`src/rtl/fir_pkg.sv`:
```
// Shared constants, types and control structs of the FIR filter.
`timescale 1ns / 1ps

package fir_pkg;

    localparam int MAX_TAPS   = 63;
    localparam int ADDR_W     = (MAX_TAPS > 1) ? $clog2(MAX_TAPS) : 1;
    localparam int CNT_W      = $clog2(MAX_TAPS + 1);

    localparam int SAMPLE_W   = 16;
    localparam int COEF_W     = 16;
    localparam int IDX_W      = 6;
    localparam int NTAPS_W    = 6;
    localparam int MULT_W     = 16;
    localparam int SHIFT_W    = 6;
    localparam int CMP_W      = (CNT_W > IDX_W) ? CNT_W : IDX_W;

    localparam int PROD_W     = SAMPLE_W + COEF_W;
    localparam int ACC_W      = PROD_W + CNT_W;
    localparam int SCALE_W    = ACC_W + MULT_W + 1;

    localparam int S_FIELDS_W = SAMPLE_W + IDX_W + COEF_W;
    localparam int S_TDATA_W  = ((S_FIELDS_W + 7) / 8) * 8;
    localparam int M_TDATA_W  = SAMPLE_W;

    localparam int CFG_IDX_W  = 2;
    localparam int CFG_DATA_W = 16;

    localparam logic FUNC_PUSH = 1'b0;
    localparam logic FUNC_COEF = 1'b1;

    localparam logic signed [SCALE_W-1:0] SAT_HI = SCALE_W'(32767);
    localparam logic signed [SCALE_W-1:0] SAT_LO = SCALE_W'(-32768);

    typedef enum logic [CFG_IDX_W-1:0] {
        CFG_NUM_TAPS   = 2'd0,
        CFG_NORM_MULT  = 2'd1,
        CFG_NORM_SHIFT = 2'd2
    } cfg_idx_t;

    typedef enum logic [2:0] {
        ST_IDLE,
        ST_RUN,
        ST_DRAIN,
        ST_MUL,
        ST_SHIFT,
        ST_EMIT
    } fsm_state_t;

    typedef struct packed {
        logic              hist_we;
        logic              tap_we;
        logic              acc_clr;
        logic              pos_load;
        logic              issue;
        logic              mul_en;
        logic              shift_en;
        logic              out_load;
        logic [ADDR_W-1:0] tap_addr;
    } dp_cmd_t;

    typedef struct packed {
        logic mac_busy;
    } dp_sts_t;

endpackage

```
`src/rtl/fir_ctrl.sv`:
```
// Sequencer for the FIR filter: transaction handshakes and tap loop control.
`timescale 1ns / 1ps

module fir_ctrl (
    input  logic                     aclk,
    input  logic                     aresetn,
    input  logic                     s_tvalid,
    output logic                     s_tready,
    input  logic                     func,
    output logic                     m_tvalid,
    input  logic                     m_tready,
    input  logic [fir_pkg::NTAPS_W-1:0] tap_count,
    output fir_pkg::dp_cmd_t         cmd,
    input  fir_pkg::dp_sts_t         sts
);
    import fir_pkg::*;

    fsm_state_t        state_reg, state_next;
    logic [ADDR_W-1:0] j_reg, j_next;
    logic [CNT_W-1:0]  taps_reg, taps_next;
    logic              out_valid_reg, out_valid_next;
    logic [CNT_W-1:0]  taps_cfg;
    logic              accept_push;
    logic              last_tap;

    assign taps_cfg = (CMP_W'(tap_count) > CMP_W'(MAX_TAPS)) ? CNT_W'(MAX_TAPS)
                                                              : CNT_W'(tap_count);
    assign accept_push = (state_reg == ST_IDLE) && s_tvalid && (func == FUNC_PUSH);
    assign last_tap    = (CNT_W'(j_reg) == taps_reg - CNT_W'(1));

    always_comb begin
        state_next = state_reg;
        unique case (state_reg)
            ST_IDLE: begin
                if (accept_push) begin
                    state_next = (taps_cfg == '0) ? ST_DRAIN : ST_RUN;
                end
            end
            ST_RUN: begin
                if (last_tap) begin
                    state_next = ST_DRAIN;
                end
            end
            ST_DRAIN: begin
                if (!sts.mac_busy) begin
                    state_next = ST_MUL;
                end
            end
            ST_MUL:   state_next = ST_SHIFT;
            ST_SHIFT: state_next = ST_EMIT;
            ST_EMIT: begin
                if (!out_valid_reg || m_tready) begin
                    state_next = ST_IDLE;
                end
            end
            default:  state_next = ST_IDLE;
        endcase
    end

    always_comb begin
        cmd      = '0;
        s_tready = 1'b0;
        unique case (state_reg)
            ST_IDLE: begin
                s_tready = 1'b1;
                if (s_tvalid) begin
                    if (func == FUNC_COEF) begin
                        cmd.tap_we = 1'b1;
                    end else begin
                        cmd.hist_we  = 1'b1;
                        cmd.pos_load = 1'b1;
                        cmd.acc_clr  = 1'b1;
                    end
                end
            end
            ST_RUN: begin
                cmd.issue    = 1'b1;
                cmd.tap_addr = j_reg;
            end
            ST_DRAIN: ;
            ST_MUL:   cmd.mul_en   = 1'b1;
            ST_SHIFT: cmd.shift_en = 1'b1;
            ST_EMIT:  cmd.out_load = !out_valid_reg || m_tready;
            default: ;
        endcase
    end

    always_comb begin
        j_next         = j_reg;
        taps_next      = taps_reg;
        out_valid_next = out_valid_reg;
        if (accept_push) begin
            j_next    = '0;
            taps_next = taps_cfg;
        end else if (cmd.issue) begin
            j_next = j_reg + ADDR_W'(1);
        end
        if (cmd.out_load) begin
            out_valid_next = 1'b1;
        end else if (m_tready) begin
            out_valid_next = 1'b0;
        end
    end

    always_ff @(posedge aclk) begin
        if (!aresetn) begin
            state_reg     <= ST_IDLE;
            j_reg         <= '0;
            taps_reg      <= '0;
            out_valid_reg <= 1'b0;
        end else begin
            state_reg     <= state_next;
            j_reg         <= j_next;
            taps_reg      <= taps_next;
            out_valid_reg <= out_valid_next;
        end
    end

    assign m_tvalid = out_valid_reg;

endmodule

```
`config.mk`:
```
export PLATFORM = sky130hd
export DESIGN_NAME = fir_ctrl
export DESIGN_NICKNAME = d
export VERILOG_FILES = /design/src/rtl/fir_pkg.sv /design/src/rtl/fir_ctrl.sv
export SDC_FILE = /design/constraint.sdc
export NUM_CORES = 1
export LEC_CHECK = 0
export BUFFER_PORTS_ARGS = -buffer_cell sky130_fd_sc_hd__buf_2
export CAP_MARGIN = 20
export CORE_MARGIN = 4
export CORE_UTILIZATION = 54
export DETAILED_ROUTE_END_ITERATION = 7
export PLACE_DENSITY = 0.86
export SLEW_MARGIN = 5
export SYNTH_ARGS = -nofsm -noshare
export SYNTH_HDL_FRONTEND = slang
export SYNTH_SLANG_ARGS = --single-unit
```
`constraint.sdc`:
```
create_clock -name aclk -period 5.6 [get_ports aclk]
set_clock_uncertainty 0.2 [all_clocks]
set_input_delay 0.84 -clock aclk [delete_from_list [all_inputs] [get_ports aclk]]
set_output_delay 0.84 -clock aclk [all_outputs]
set_load 0.1 [all_outputs]
```
### Word-level counts from Yosys, hierarchy flattened

Cells that the tools add are included.
W data, S select, Z words.

| word-level totals | value |
|---|---|
| bits in registers | 16 |
| word-level logic and storage cells | 48 |
| input port bits | 12 |

| operators by class | value |
|---|---|
| reduce and logical (&&, ||, !) cells | 9 |
| magnitude comparators | 1 |
| mux-type cells | 20 |
| add/subtract/negate cells | 2 |
| equal/unequal tests | 10 |
| bitwise operators | 2 |

Operators by type and width:

| operator | number |
|---|---|
| $pmux W3 S6 | 1 |
| $mux W3 | 4 |
| $mux W6 | 2 |
| $mux W1 | 9 |
| $mux W4 | 2 |
| $ne A2 B2 Y1 const B | 4 |
| $add A6 B1 Y6 const B | 1 |
| $eq A3 B2 Y1 const B | 2 |
| $eq A3 B3 Y1 const B | 2 |
| $eq A6 B6 Y1 | 1 |
| $gt A6 B6 Y1 const B | 1 |
| $logic_not A6 Y1 | 1 |
| $sub A6 B1 Y6 const B | 1 |
| $mux W2 | 2 |
| $reduce_and A4 Y1 | 1 |
| $eq A3 B1 Y1 const B | 1 |
| $logic_not A3 Y1 | 1 |
| $logic_and A1 B1 Y1 | 2 |
| $not A1 Y1 | 2 |
| $reduce_bool A2 Y1 | 1 |
| $reduce_or A2 Y1 | 1 |
| $logic_not A1 Y1 | 1 |
| $logic_or A1 B1 Y1 | 1 |

### Logic depth before layout (Yosys ltp)

| logic depth | value |
|---|---|
| depth in word-level cells | 6 |
| mapped depth | 6 |

### Least setup slack after synthesis

OpenSTA, ideal clock, no wires.

| timing | value |
|---|---|
| path type | reg-to-output |
| start point | register state_reg[2] |
| end point | output cmd[11] (netlist name) |
| arrival time | 4,083 ps |
| buffers on the path | 3 |
| path slack | 477 ps |
| cell stages (with the launch flop) | 7 |
| path through | dfxtp_1 clkbuf_1 nor3_1 nand3b_1 buf_2 inv_1 buf_4 |

RTL lines:

| element | RTL line | source |
|---|---|---|
| from (decl) | fir_ctrl.sv:18 | `fsm_state_t state_reg, state_next;` |
| from (signal assigned) | fir_ctrl.sv:112 | `state_reg <= state_next;` |
| to (decl) | fir_ctrl.sv:13 | `output fir_pkg::dp_cmd_t cmd,` |

==> run metrics <==
status=finished, final reports clean; RSZ-0062 raised after global routing=false; share of post-route cells with drive strength above 1=0.2519; Die Wd=50.27 um; Final #Nets=151; Post-DP HPWL=1.468 mm; CTS tree=yes; Crit Path Class=reg2out; Synth Cell Area=964.7 um^2; WHS=0.3464 ns; drt wl/cell=11.71 um; MaxCap Viol Count=0; Post-Place Setup Slack=2.609 ns; fmax=331.8 MHz; Synth Net Count=127; maximum clock path buffer count=2; Fill cells=166; setup violators final=0; detailed-route DRC error count=0; post-CTS sizing=0; Starting Density=0.5648; crit-path cells=nor3_1 > nand3b_1 > inv_1 > buf_2; H-tree Lvls=1; largest family of logic cells by synthesized area=simple AND/OR/NAND/NOR gates; post-synthesis compound-gate area fraction=0.1219; Root Buffer=clkbuf_4; routed wire length=1.873 mm; multi-input logic area=581.8 um^2; Syn Area/Cell=8.537 um^2; Seq/Total Area, Yosys=0.3320; Synth Area in XOR/XNOR=0.1180; yosys warns=0; cells after synthesis=113; worst-path cell with the longest stage delay=buf_2; worst ir drop on vdd=0.1370 mV; Fin. Hold Viols=0; Initial DRT Pass Iterations=4; Yosys reg bits=16; Via density=5.194; Data arrival, critical path=1.97 ns; crit start category=flop; clock insertion delay at the later pin of the skew report=0.28 ns; Period Utilization, post-route=0.5381; # IOs=28; post-synth top area share=0.3320; Ant. Diodes=0; Core Area=1708 um^2; placer congestion estimate=0.7662; Placed Cells incl. Taps=157; DR vias=831; minimum clock period=3.014 ns; Die ar.=2527 um^2; antenna violations before repair=0; commonest non-fill, non-tap cell in the layout=buf_2; Crit. End Element=output pin; PD cells=259.9 nW/um^2; worst setup margin=2.586 ns; post-CTS setup buffer count=0; Worst Max-Slew Pin Slew=0.4890 ns; Reg clk slew, reported paths=0.09 ns; num rows=15; P_leak=0.5111 nW; CTS sink cnt=16; Synth Area in Adders=0.02594; vias in the first global route=838; number of hold buffers added after cts=0; top cells by area, synth=dfxtp_1 33%, xnor2_1 8.2%, mux2i_1 7.3%, nor2b_1 5.2%, nor2_1 4.3%; final non-filler cell total=160; post-route ant nets=0; DR iter-0 viols=12; Slew Viols, Final=0; Die Span Y=50.27 um; setup tns final=0 ns; CTS buffer count=3; area leader, netlist=dfxtp_1; most frequent cells in the layout=27 x buf_2, 16 x dfxtp_1, 11 x nor2_1; GRT Total Usage=0.1718; Worst slew margin=0.6762; CP max FO=10; Synth Area in Simple Gates=0.2646; P&R area growth vs syn=15.43%; Worst Hold Class=reg2reg; largest net degree at the start of global routing=13; Buffers on Ports=27; first-pass GRT wire length=3.360 mm; FF/Latch Area=320.3 um^2; total gr overflow=0; mux share of post-synthesis cell area=0.07263; worst stage delay on the critical path=0.44 ns; synth unique cells=35; required time worst endpoint=4.56 ns
## kinds of logic (layout without fill, tap and decap cells)
kind of cell / Yosys count / after routing
compound gates: 15 / 15
xor+xnor: 13 / 13
fa+ha+maj: 2 / 2
buf+inv: 13 / 35
flops: 16 / 16
mux: 7 / 7
simple gates: 47 / 47
## metal layers
metal  GRT usage  up-vias  share of wire
li1            -      425              -
met5           0        -              0
met3     0.04451        2          0.042
met2      0.3000       19           0.52
met4     0.07834        0         0.0053
met1      0.1927      385           0.43
## path summary, 6_finish.rpt
kind,from,end,slack [ns],depth (start not counted)
max reg2reg,taps_reg[0],state_reg[0],3.32,6
min,taps_reg[5],taps_reg[5],0.35,2
max,state_reg[2],cmd[10],2.59,4
min reg2reg,taps_reg[5],taps_reg[5],0.35,2
## Yosys cell counts
library cell   n
a2111o_1       1
and2_2         1
clkbuf_1       4
o21ai_0        1
buf_4          3
mux2i_1        7
a21oi_1        4
and3_1         1
or3b_2         1
dfxtp_1       16
xor2_1         4
nand4_1        1
nand2b_1       2
o41ai_2        1
ha_1           2
nor2b_1        8
nand3_1        3
o211ai_1       1
o41a_1         1
a22oi_1        1
and2_1         5
nor3b_1        2
or4_1          1
o21bai_1       1
nand2_1        5
o211a_1        1
a31oi_1        1
buf_2          2
nand3b_1       2
nor3_1         4
o21a_1         1
xnor2_1        9
inv_1          4
a21boi_0       1
nor2_1        11
## per-stage QoR
step	utilization	area [um^2]	power, mW
floorplan	-	964.7	0.2188
global placement	0.6388	1091	0.2319
detailed placement	0.6388	1091	0.2341
CTS	0.6520	1114	0.2932
global route	0.6520	1114	0.3079
finish	0.6520	1114	0.2894
## area by class of cell
cell class,instances,area share
clock buffers,3,0.02022
inverters,4,0.01348
multi-input cells,84,0.5225
flip-flops and latches,16,0.2876
well taps,25,0.02809
repair buffers,28,0.1281
## critical path: cells and delay by family (launching register included)
kind	cells	cell delay (ns)
flip-flops	1	0.40
buffers and inverters	2	0.62
AND/OR/NAND/NOR	2	0.67
## power by group
group	internal, mW	total (mW)	leakage [nW]	switching (mW)
sequential	0.119	0.128	0.130	0.00901
clock	0.0249	0.0582	0.0138	0.0332
combinational	0.0311	0.103	0.367	0.0718
total	0.175	0.289	0.511	0.114
(Power assumes the default switching activity.)
