### src/rtl/fir_pkg.sv
// Shared constants, types and control structs of the FIR filter.
`timescale 1ns / 1ps

package fir_pkg;

    localparam int MAX_TAPS   = 63;
    localparam int ADDR_W     = (MAX_TAPS > 1) ? $clog2(MAX_TAPS) : 1;
    localparam int CNT_W      = $clog2(MAX_TAPS + 1);

    localparam int SAMPLE_W   = 16;
    localparam int COEF_W     = 16;
    localparam int IDX_W      = 6;
    localparam int NTAPS_W    = 6;
    localparam int MULT_W     = 16;
    localparam int SHIFT_W    = 6;
    localparam int CMP_W      = (CNT_W > IDX_W) ? CNT_W : IDX_W;

    localparam int PROD_W     = SAMPLE_W + COEF_W;
    localparam int ACC_W      = PROD_W + CNT_W;
    localparam int SCALE_W    = ACC_W + MULT_W + 1;

    localparam int S_FIELDS_W = SAMPLE_W + IDX_W + COEF_W;
    localparam int S_TDATA_W  = ((S_FIELDS_W + 7) / 8) * 8;
    localparam int M_TDATA_W  = SAMPLE_W;

    localparam int CFG_IDX_W  = 2;
    localparam int CFG_DATA_W = 16;

    localparam logic FUNC_PUSH = 1'b0;
    localparam logic FUNC_COEF = 1'b1;

    localparam logic signed [SCALE_W-1:0] SAT_HI = SCALE_W'(32767);
    localparam logic signed [SCALE_W-1:0] SAT_LO = SCALE_W'(-32768);

    typedef enum logic [CFG_IDX_W-1:0] {
        CFG_NUM_TAPS   = 2'd0,
        CFG_NORM_MULT  = 2'd1,
        CFG_NORM_SHIFT = 2'd2
    } cfg_idx_t;

    typedef enum logic [2:0] {
        ST_IDLE,
        ST_RUN,
        ST_DRAIN,
        ST_MUL,
        ST_SHIFT,
        ST_EMIT
    } fsm_state_t;

    typedef struct packed {
        logic              hist_we;
        logic              tap_we;
        logic              acc_clr;
        logic              pos_load;
        logic              issue;
        logic              mul_en;
        logic              shift_en;
        logic              out_load;
        logic [ADDR_W-1:0] tap_addr;
    } dp_cmd_t;

    typedef struct packed {
        logic mac_busy;
    } dp_sts_t;

endpackage

### src/rtl/fir_ram.sv
// Generic single-write, single-read RAM with registered read data.
`timescale 1ns / 1ps

module fir_ram #(
    parameter int WIDTH = 16,
    parameter int DEPTH = 64,
    localparam int AW   = (DEPTH > 1) ? $clog2(DEPTH) : 1
) (
    input  logic             aclk,
    input  logic             we,
    input  logic [AW-1:0]    waddr,
    input  logic [WIDTH-1:0] wdata,
    input  logic [AW-1:0]    raddr,
    output logic [WIDTH-1:0] rdata
);

    logic [WIDTH-1:0] mem [DEPTH];
    logic [WIDTH-1:0] rdata_reg;

    always_ff @(posedge aclk) begin
        if (we) begin
            mem[waddr] <= wdata;
        end
        rdata_reg <= mem[raddr];
    end

    assign rdata = rdata_reg;

endmodule

### src/rtl/fir_dp.sv
// FIR datapath: delay line, tap table, shared MAC, scaling and saturation.
`timescale 1ns / 1ps

module fir_dp (
    input  logic                               aclk,
    input  logic                               aresetn,
    input  fir_pkg::dp_cmd_t                   cmd,
    output fir_pkg::dp_sts_t                   sts,
    input  logic signed [fir_pkg::SAMPLE_W-1:0] sample_in,
    input  logic [fir_pkg::IDX_W-1:0]          tap_index,
    input  logic signed [fir_pkg::COEF_W-1:0]  tap_value,
    input  logic [fir_pkg::MULT_W-1:0]         norm_mult,
    input  logic [fir_pkg::SHIFT_W-1:0]        norm_shift,
    output logic signed [fir_pkg::SAMPLE_W-1:0] filtered_sample
);
    import fir_pkg::*;

    logic [ADDR_W-1:0]          head_reg;
    logic [ADDR_W-1:0]          pos_reg;
    logic [MAX_TAPS-1:0]        hist_vld_reg;
    logic                       hv_reg;
    logic                       rd_vld_reg;
    logic                       prod_vld_reg;
    logic [SAMPLE_W-1:0]        hist_rdata;
    logic [COEF_W-1:0]          tap_rdata;
    logic signed [SAMPLE_W-1:0] sample_v;
    logic signed [COEF_W-1:0]   coef_v;
    logic signed [PROD_W-1:0]   prod_reg;
    logic signed [ACC_W-1:0]    acc_reg;
    logic signed [SCALE_W-1:0]  scale_reg;
    logic signed [SCALE_W-1:0]  shift_reg;
    logic signed [SAMPLE_W-1:0] sat_v;
    logic signed [SAMPLE_W-1:0] out_reg;
    logic                       tap_wr;

    assign tap_wr = cmd.tap_we && (CMP_W'(tap_index) < CMP_W'(MAX_TAPS));

    fir_ram #(.WIDTH(SAMPLE_W), .DEPTH(MAX_TAPS)) u_hist_ram (
        .aclk  (aclk),
        .we    (cmd.hist_we),
        .waddr (head_reg),
        .wdata (sample_in),
        .raddr (pos_reg),
        .rdata (hist_rdata)
    );

    fir_ram #(.WIDTH(COEF_W), .DEPTH(MAX_TAPS)) u_tap_ram (
        .aclk  (aclk),
        .we    (tap_wr),
        .waddr (ADDR_W'(tap_index)),
        .wdata (tap_value),
        .raddr (cmd.tap_addr),
        .rdata (tap_rdata)
    );

    // slots never written read as zero history
    assign sample_v = hv_reg ? $signed(hist_rdata) : '0;
    assign coef_v   = $signed(tap_rdata);

    always_ff @(posedge aclk) begin
        if (!aresetn) begin
            head_reg     <= '0;
            pos_reg      <= '0;
            hist_vld_reg <= '0;
            rd_vld_reg   <= 1'b0;
            prod_vld_reg <= 1'b0;
        end else begin
            rd_vld_reg   <= cmd.issue;
            prod_vld_reg <= rd_vld_reg;
            if (cmd.hist_we) begin
                hist_vld_reg[head_reg] <= 1'b1;
                head_reg <= (head_reg == ADDR_W'(MAX_TAPS - 1)) ? '0
                                                                : head_reg + ADDR_W'(1);
            end
            if (cmd.pos_load) begin
                pos_reg <= head_reg;
            end else if (cmd.issue) begin
                pos_reg <= (pos_reg == '0) ? ADDR_W'(MAX_TAPS - 1) : pos_reg - ADDR_W'(1);
            end
        end
    end

    always_ff @(posedge aclk) begin
        hv_reg   <= hist_vld_reg[pos_reg];
        prod_reg <= coef_v * sample_v;
        if (cmd.acc_clr) begin
            acc_reg <= '0;
        end else if (prod_vld_reg) begin
            acc_reg <= acc_reg + ACC_W'(prod_reg);
        end
        if (cmd.mul_en) begin
            scale_reg <= acc_reg * $signed({1'b0, norm_mult});
        end
        if (cmd.shift_en) begin
            shift_reg <= scale_reg >>> norm_shift;
        end
        if (cmd.out_load) begin
            out_reg <= sat_v;
        end
    end

    always_comb begin
        if (shift_reg > SAT_HI) begin
            sat_v = SAMPLE_W'(SAT_HI);
        end else if (shift_reg < SAT_LO) begin
            sat_v = SAMPLE_W'(SAT_LO);
        end else begin
            sat_v = SAMPLE_W'(shift_reg);
        end
    end

    assign sts.mac_busy    = rd_vld_reg | prod_vld_reg;
    assign filtered_sample = out_reg;

endmodule

### config.mk
export PLATFORM = sky130hd
export DESIGN_NAME = fir_dp
export DESIGN_NICKNAME = d
export VERILOG_FILES = /design/src/rtl/fir_pkg.sv /design/src/rtl/fir_ram.sv /design/src/rtl/fir_dp.sv
export SDC_FILE = /design/constraint.sdc
export NUM_CORES = 2
export LEC_CHECK = 0
export ABC_CLOCK_PERIOD_IN_PS = 12200
export BUFFER_PORTS_ARGS = -buffer_cell sky130_fd_sc_hd__buf_2
export CORE_MARGIN = 4
export CORE_UTILIZATION = 40
export DETAILED_ROUTE_END_ITERATION = 8
export PLACE_DENSITY_LB_ADDON = 0.25
export SLEW_MARGIN = 15
export SYNTH_ARGS = -nofsm -noshare
export SYNTH_HDL_FRONTEND = slang
export SYNTH_SLANG_ARGS = --single-unit
### constraint.sdc
create_clock -name aclk -period 12.2 [get_ports aclk]
set_clock_uncertainty 0.2 [all_clocks]
set_input_delay 1.22 -clock aclk [delete_from_list [all_inputs] [get_ports aclk]]
set_output_delay 1.22 -clock aclk [all_outputs]
set_load 0.03 [all_outputs]
## Yosys cells after proc, flatten, opt, wreduce, memory -nomap -nowiden

Memories as Yosys holds them, arrays and structs flattened. A register that Yosys moved wholly into a read port is not among the register bits.
Index checks and enable logic that the tools add are counted.

- Bits in registers: 274
- Word-level logic and storage cells: 46
- Output and inout port bits: 17
- Bits in writable memories: 2016
- Memories: 2
- Input port bits: 76

Memory list:

| memory | words | width | rd ports | clocked after Yosys merged registers in | write ports | line | RTL |
|---|---|---|---|---|---|---|---|
| u_hist_ram.mem | 63 | 16 | 1 | 1 | 1 | fir_ram.sv:17 | `logic [WIDTH-1:0] mem [DEPTH];` |
| u_tap_ram.mem | 63 | 16 | 1 | 1 | 1 | fir_ram.sv:17 |  |

- Muxes and demuxes: 14
- Shift-type cells: 1
- $lt $le $gt $ge: 6
- Multiply operators: 2
- Equality and inequality tests: 1
- Bitwise logic cells: 2
- Add/sub/neg operators: 3
- Reductions and logical operators: 4

Operators with widths:

| kind | count |
|---|---|
| OR 63 bit | 1 |
| > comparator 55 x 16 -> 1 bit (second input constant) | 1 |
| < comparator 55 x 16 -> 1 bit (second input constant) | 1 |
| multiplier 38 x 17 -> 55 bit | 1 |
| >>> shifter 55 x 6 -> 55 bit | 1 |
| adder 38 x 32 -> 38 bit | 1 |
| multiplier 16 x 16 -> 32 bit | 1 |
| two-way mux 16 bit | 2 |
| two-way mux 6 bit | 4 |
| < comparator 6 x 7 -> 1 bit (second input constant) | 2 |
| adder 6 x 1 -> 6 bit (second input constant) | 1 |
| binary-select mux 1 bit (select 6 bit) | 1 |
| demux 1 bit (select 6 bit) | 1 |
| equality test 6 bit (second input constant) | 1 |
| greater-or-equal comparator 6 x 1 -> 1 bit (second input constant) | 1 |
| logical NOT 6 bit | 1 |
| < comparator 6 bit (second input constant) | 1 |
| two-way mux 1 bit | 6 |
| subtractor 6 x 1 -> 6 bit (second input constant) | 1 |
| logical AND 1 bit | 2 |
| nonzero test 2 bit | 1 |
| OR 1 bit | 1 |

## Longest topological paths before layout

- Word-level depth: 5
- Gate-level depth with buffers: 27
- Gate-level depth less buffers: 25

## By module

From an unflattened synthesis, not the netlist that was laid out.

- Cells, all modules: 8661
- Area total of the unflattened synthesis: 124217.9 sq um

By module, submodules not included:

| module | cells each | area an instance (sq um) | instances | sequential area each (sq um) |
|---|---|---|---|---|
| fir_ram | 1810 | 39186.3 | 2 | 30589.3 |
| fir_dp | 5041 | 45845.2 | 1 | 6746.5 |

## Least setup slack after synthesis

OpenSTA, ideal clock, no wires.

- Kind: input-to-reg
- Start point: input port norm_mult[2] in the netlist's numbering
- End point: register scale_reg[48] (data pin)
- Data required time: 11740 ps
- Setup slack: 4447 ps
- Cell stages on the path: 23
- Arrival time: 7293 ps
- Buffers on the path: 2
- Setup time: 260 ps
- Cell sequence: clkbuf_1 clkbuf_1 nand2_1 fa_1 fa_1 fa_1 inv_1 fa_1 fa_1 inv_1 fa_1 inv_1 ha_1 a21o_1 a31oi_2 a21oi_1 a211o_1 o31ai_2 a31oi_1 a221o_1 and2_4 a221oi_2 xnor2_1

- Word-level cells in the longest chain between the ends: 1

Ends and longest elaborated chain:

| what | line | RTL |
|---|---|---|
| start: declaration | fir_dp.sv:12 | `input logic [fir_pkg::MULT_W-1:0] norm_mult,` |
| multiplier 38 x 17 -> 55 bit | fir_dp.sv:92 | `scale_reg <= acc_reg * $signed({1'b0, norm_mult});` |
| end signal: assignment | fir_dp.sv:92 |  |
| end: declaration | fir_dp.sv:30 | `logic signed [SCALE_W-1:0] scale_reg;` |

Every way passes these cells.
A chain may end at the register's enable or synchronous reset.

## Worst setup path in the final report

- Start point: register hv_reg
- End point: register prod_reg[30]

- Word-level cells in the longest chain between the ends: 2

Ends and longest elaborated chain:

| what | line | RTL |
|---|---|---|
| start: declaration | fir_dp.sv:21 | `logic hv_reg;` |
| start signal: assignment | fir_dp.sv:84 | `hv_reg <= hist_vld_reg[pos_reg];` |
| two-way mux 16 bit | fir_dp.sv:57 | `assign sample_v = hv_reg ? $signed(hist_rdata) : '0;` |
| multiplier 16 x 16 -> 32 bit | fir_dp.sv:85 | `prod_reg <= coef_v * sample_v;` |
| end signal: assignment | fir_dp.sv:85 |  |
| end: declaration | fir_dp.sv:28 | `logic signed [PROD_W-1:0] prod_reg;` |

Every way passes these cells.

==> flow_metrics.py <==
metrics = {
    "route": {
        "avgViaCountPerCell": 5.40,
        "drt-total-wl_um": 301000,
        "ant_nets": 0,
        "wire_per_inst_um": 24.0,
        "first_iter_violations": 5177,
        "firstDrtPassIters": 6,
        "drc": 0,
        "num_vias": 67881,
    },
    "critical_path": {
        "start_kind": "flip-flop",
        "worst_ep_arrival_time_ns": 8.92,
        "reg2reg_to": "prod_reg[30]$_DFF_P_",
        "cp_data_required_time_ns": 12.77,
        "crit_type": "reg -> reg",
        "crit_path_end_kind": "flip-flop",
        "r2r_slack_ns": 3.85,
        "r2r_cells": 23,
        "timing.rr.start": "hv_reg$_DFF_P_",
        "worstPathMaxFanout": 89,
    },
    "logic_synthesis": {
        "synthMuxAreaShare_pct": 13.4,
        "synthAdderAreaFrac_pct": 16.2,
        "synthArstFlopShare_pct": 0,
        "yosysMostFrequentCell": "edfxtp_1",
        "synth_ff_type": "edfxtp_1",
        "synth.distinct_cells": 70,
        "synth_seq_cells": 2322,
        "postSynthCellCount": 8144,
        "synth_warnings": 0,
        "synth_top_cells_by_count": "edfxtp_1 (2142), inv_1 (993), fa_1 (836), nand2_1 (737), mux4_2 (654)",
        "synth_edf_count": 2142,
        "synth_area_leaders": "edfxtp_1 (52%), fa_1 (14%), mux4_2 (12%), inv_1 (3.0%), dfxtp_1 (2.9%)",
        "synth-xor-area-share_pct": 0.856,
        "yosysSeqAreaShare_pct": 55.3,
        "synth_top_family_by_area": "adder cells",
        "syn_area_per_cell_um2": 15.1,
        "yosysTopAreaCell": "edfxtp_1",
        "synthesis.nets": 9308,
        "syn-cell-area_mm2": 0.123,
        "yosysTopAreaCellShare_pct": 52.4,
        "yosys.area_share.simple_pct": 6.29,
        "synth_compound_area_share_pct": 3.59,
    },
    "power": {
        "ir_drop_mv": 0.114,
        "power_density_mw_per_mm2": 166,
        "power_w": 0.0228,
        "power_leakage_nw": 50.4,
    },
    "worst_hold_path": {
        "min_from": "hist_vld_reg[52]$_SDFFE_PN0P_",
        "hold_class": "reg -> reg",
        "min_path_cells": 1,
        "hold_end": "hist_vld_reg[52]$_SDFFE_PN0P_",
    },
    "sta": {
        "min_period_ns": 8.35,
        "setup_viol": 0,
        "slew_violations": 0,
        "max_slew_margin_pct": 18.1,
        "max_freq_mhz": 120,
        "worst_slew_pin_slew_ns": 1.22,
        "fin_setup_tns_ns": 0,
        "finalCritPeriodShare_pct": 68.4,
        "holdWs_ns": 0.261,
        "hold_viol_final": 0,
        "grt_setup_unrepaired": "false",
    },
    "place": {
        "globalplace.congestion": 0.852,
        "dp_hpwl_um": 190000,
        "io_buffers": 92,
        "post-place-cells": 12088,
        "placed_area_mm2": 0.128,
    },
    "die": {
        "start_util_pct": 40.2,
        "chipWidth_um": 562,
        "dieArea_mm2": 0.316,
        "fp.dieH_um": 562,
        "coreArea_mm2": 0.306,
        "io_pins": 93,
        "num_rows": 203,
    },
    "clock_tree": {
        "cts_buffer_depth": 4,
        "cts_root_buf": "clkbuf_16",
        "cts-resized-gates": 0,
        "htree_levels": 5,
        "cts.clk_slew.worst_paths_ns": 0.06,
        "tritoncts": "done",
        "clk_latency_ns": 0.86,
        "cts_setup_buffers": 0,
        "hold_buffers": 0,
        "cts_sinks": 2322,
        "numCtsBuffers": 262,
    },
    "layout": {
        "nets": 9417,
        "final_area_mm2": 0.137,
        "multiInputGateArea_mm2": 0.0497,
        "regArea_mm2": 0.0679,
        "fillCellCount": 27016,
        "layout-drive-gt1-share_pct": 16.6,
        "areaGrowthSynthToFinish_pct": 11.4,
        "stdcell_count": 12559,
    },
    "job": {
        "timing.max_cap.violations": 0,
    },
    "global_routing": {
        "grt_max_degree": 138,
        "grt_pass1_wl_um": 459000,
        "track_usage_pct": 19.1,
        "antenna_found_initial": 19,
        "grt_overflow_total": 0,
        "grt_pass1_vias": 72046,
    },
    "run_status": {
        "outcome": "finished clean",
    },
}
[report_power, final]
group / total (W) / switching, W / internal (W)
clock: 0.00768 / 0.00315 / 0.00453
combinational: 0.00569 / 0.00339 / 0.00230
sequential: 0.00940 / 0.000337 / 0.00906
total: 0.0228 / 0.00688 / 0.0159
[layer usage]
layer  vias to the layer above  wire, um  track usage (%)
met4                        12      7360             4.77
li1                      29419         -                -
met1                     36113    128000             26.1
met2                      1907    150000             32.3
met5                         -        80                0
met3                       430     16000             2.60
[critical path, stage by stage, from the launching register on]
cell and delay (ns):
dfxtp_4 0.66, buf_4 0.63, and2_1 0.49, nand2_1 0.17, inv_1 0.17, fa_1 0.55
fa_1 0.57, fa_1 0.45, fa_1 0.51, fa_1 0.49, inv_1 0.05, fa_1 0.47
inv_1 0.04, ha_1 0.34, a21o_1 0.19, a21o_1 0.17, a21o_1 0.19, a2111oi_0 0.62
o21ai_0 0.38, a21oi_1 0.24, a21oi_1 0.12, a21o_1 0.19, a21oi_1 0.18, xnor2_1 0.13
[through the flow]
stage | worst slack (ns) | utilization (%)
floorplan | 4.45 | -
global placement | 3.51 | 42.0
detailed placement | 3.47 | 42.0
CTS | 4.03 | 44.7
global route | 3.50 | 44.7
finish | 3.85 | 44.7
[worst max path at each step]
stage | start | to | slack [ns] | depth (start not counted)
5_1_grt | hv_reg$_DFF_P_ | prod_reg[30]$_DFF_P_ | 3.50 | 23
3_5_place_dp | norm_mult[2] | scale_reg[51]$_DFFE_PP_ | 3.47 | 22
4_1_cts | hv_reg$_DFF_P_ | prod_reg[30]$_DFF_P_ | 4.03 | 23
3_3_place_gp | norm_mult[2] | scale_reg[48]$_DFFE_PP_ | 3.51 | 23
2_1_floorplan | norm_mult[2] | scale_reg[48]$_DFFE_PP_ | 4.45 | 23
6_report | hv_reg$_DFF_P_ | prod_reg[30]$_DFF_P_ | 3.85 | 23
[cell families after synthesis]
kind of cell,after synthesis
compound gates,705
xor+xnor,120
fa+ha+maj,1088
buf+inv,1424
flops,2322
mux,823
simple gates,1662
[placed cells by master (no fill, tap or decap), types with 188 or more instances in the layout]
| cell | Yosys | final |
|---|---|---|
| buf_4 | 0 | 194 |
| fa_1 | 836 | 836 |
| nand2_1 | 737 | 737 |
| clkbuf_16 | 0 | 266 |
| nor2_1 | 317 | 255 |
| edfxtp_1 | 2142 | 2142 |
| inv_1 | 993 | 993 |
| a21oi_1 | 188 | 188 |
| and2_1 | 248 | 248 |
| ha_1 | 252 | 252 |
| mux4_2 | 654 | 654 |
[cell type report]
class / count / share of cell area (%)
Sequential cell: 2322 / 49.7
Inverter: 996 / 2.73
Clock buffer: 330 / 5.11
Multi-Input combinational cell: 4398 / 36.3
Tap cell: 4100 / 3.75
Antenna cell: 9 / 0.0165
Timing Repair Buffer: 273 / 1.41
Clock inverter: 131 / 0.986
Note: power is estimated with default switching activity, not from simulation.
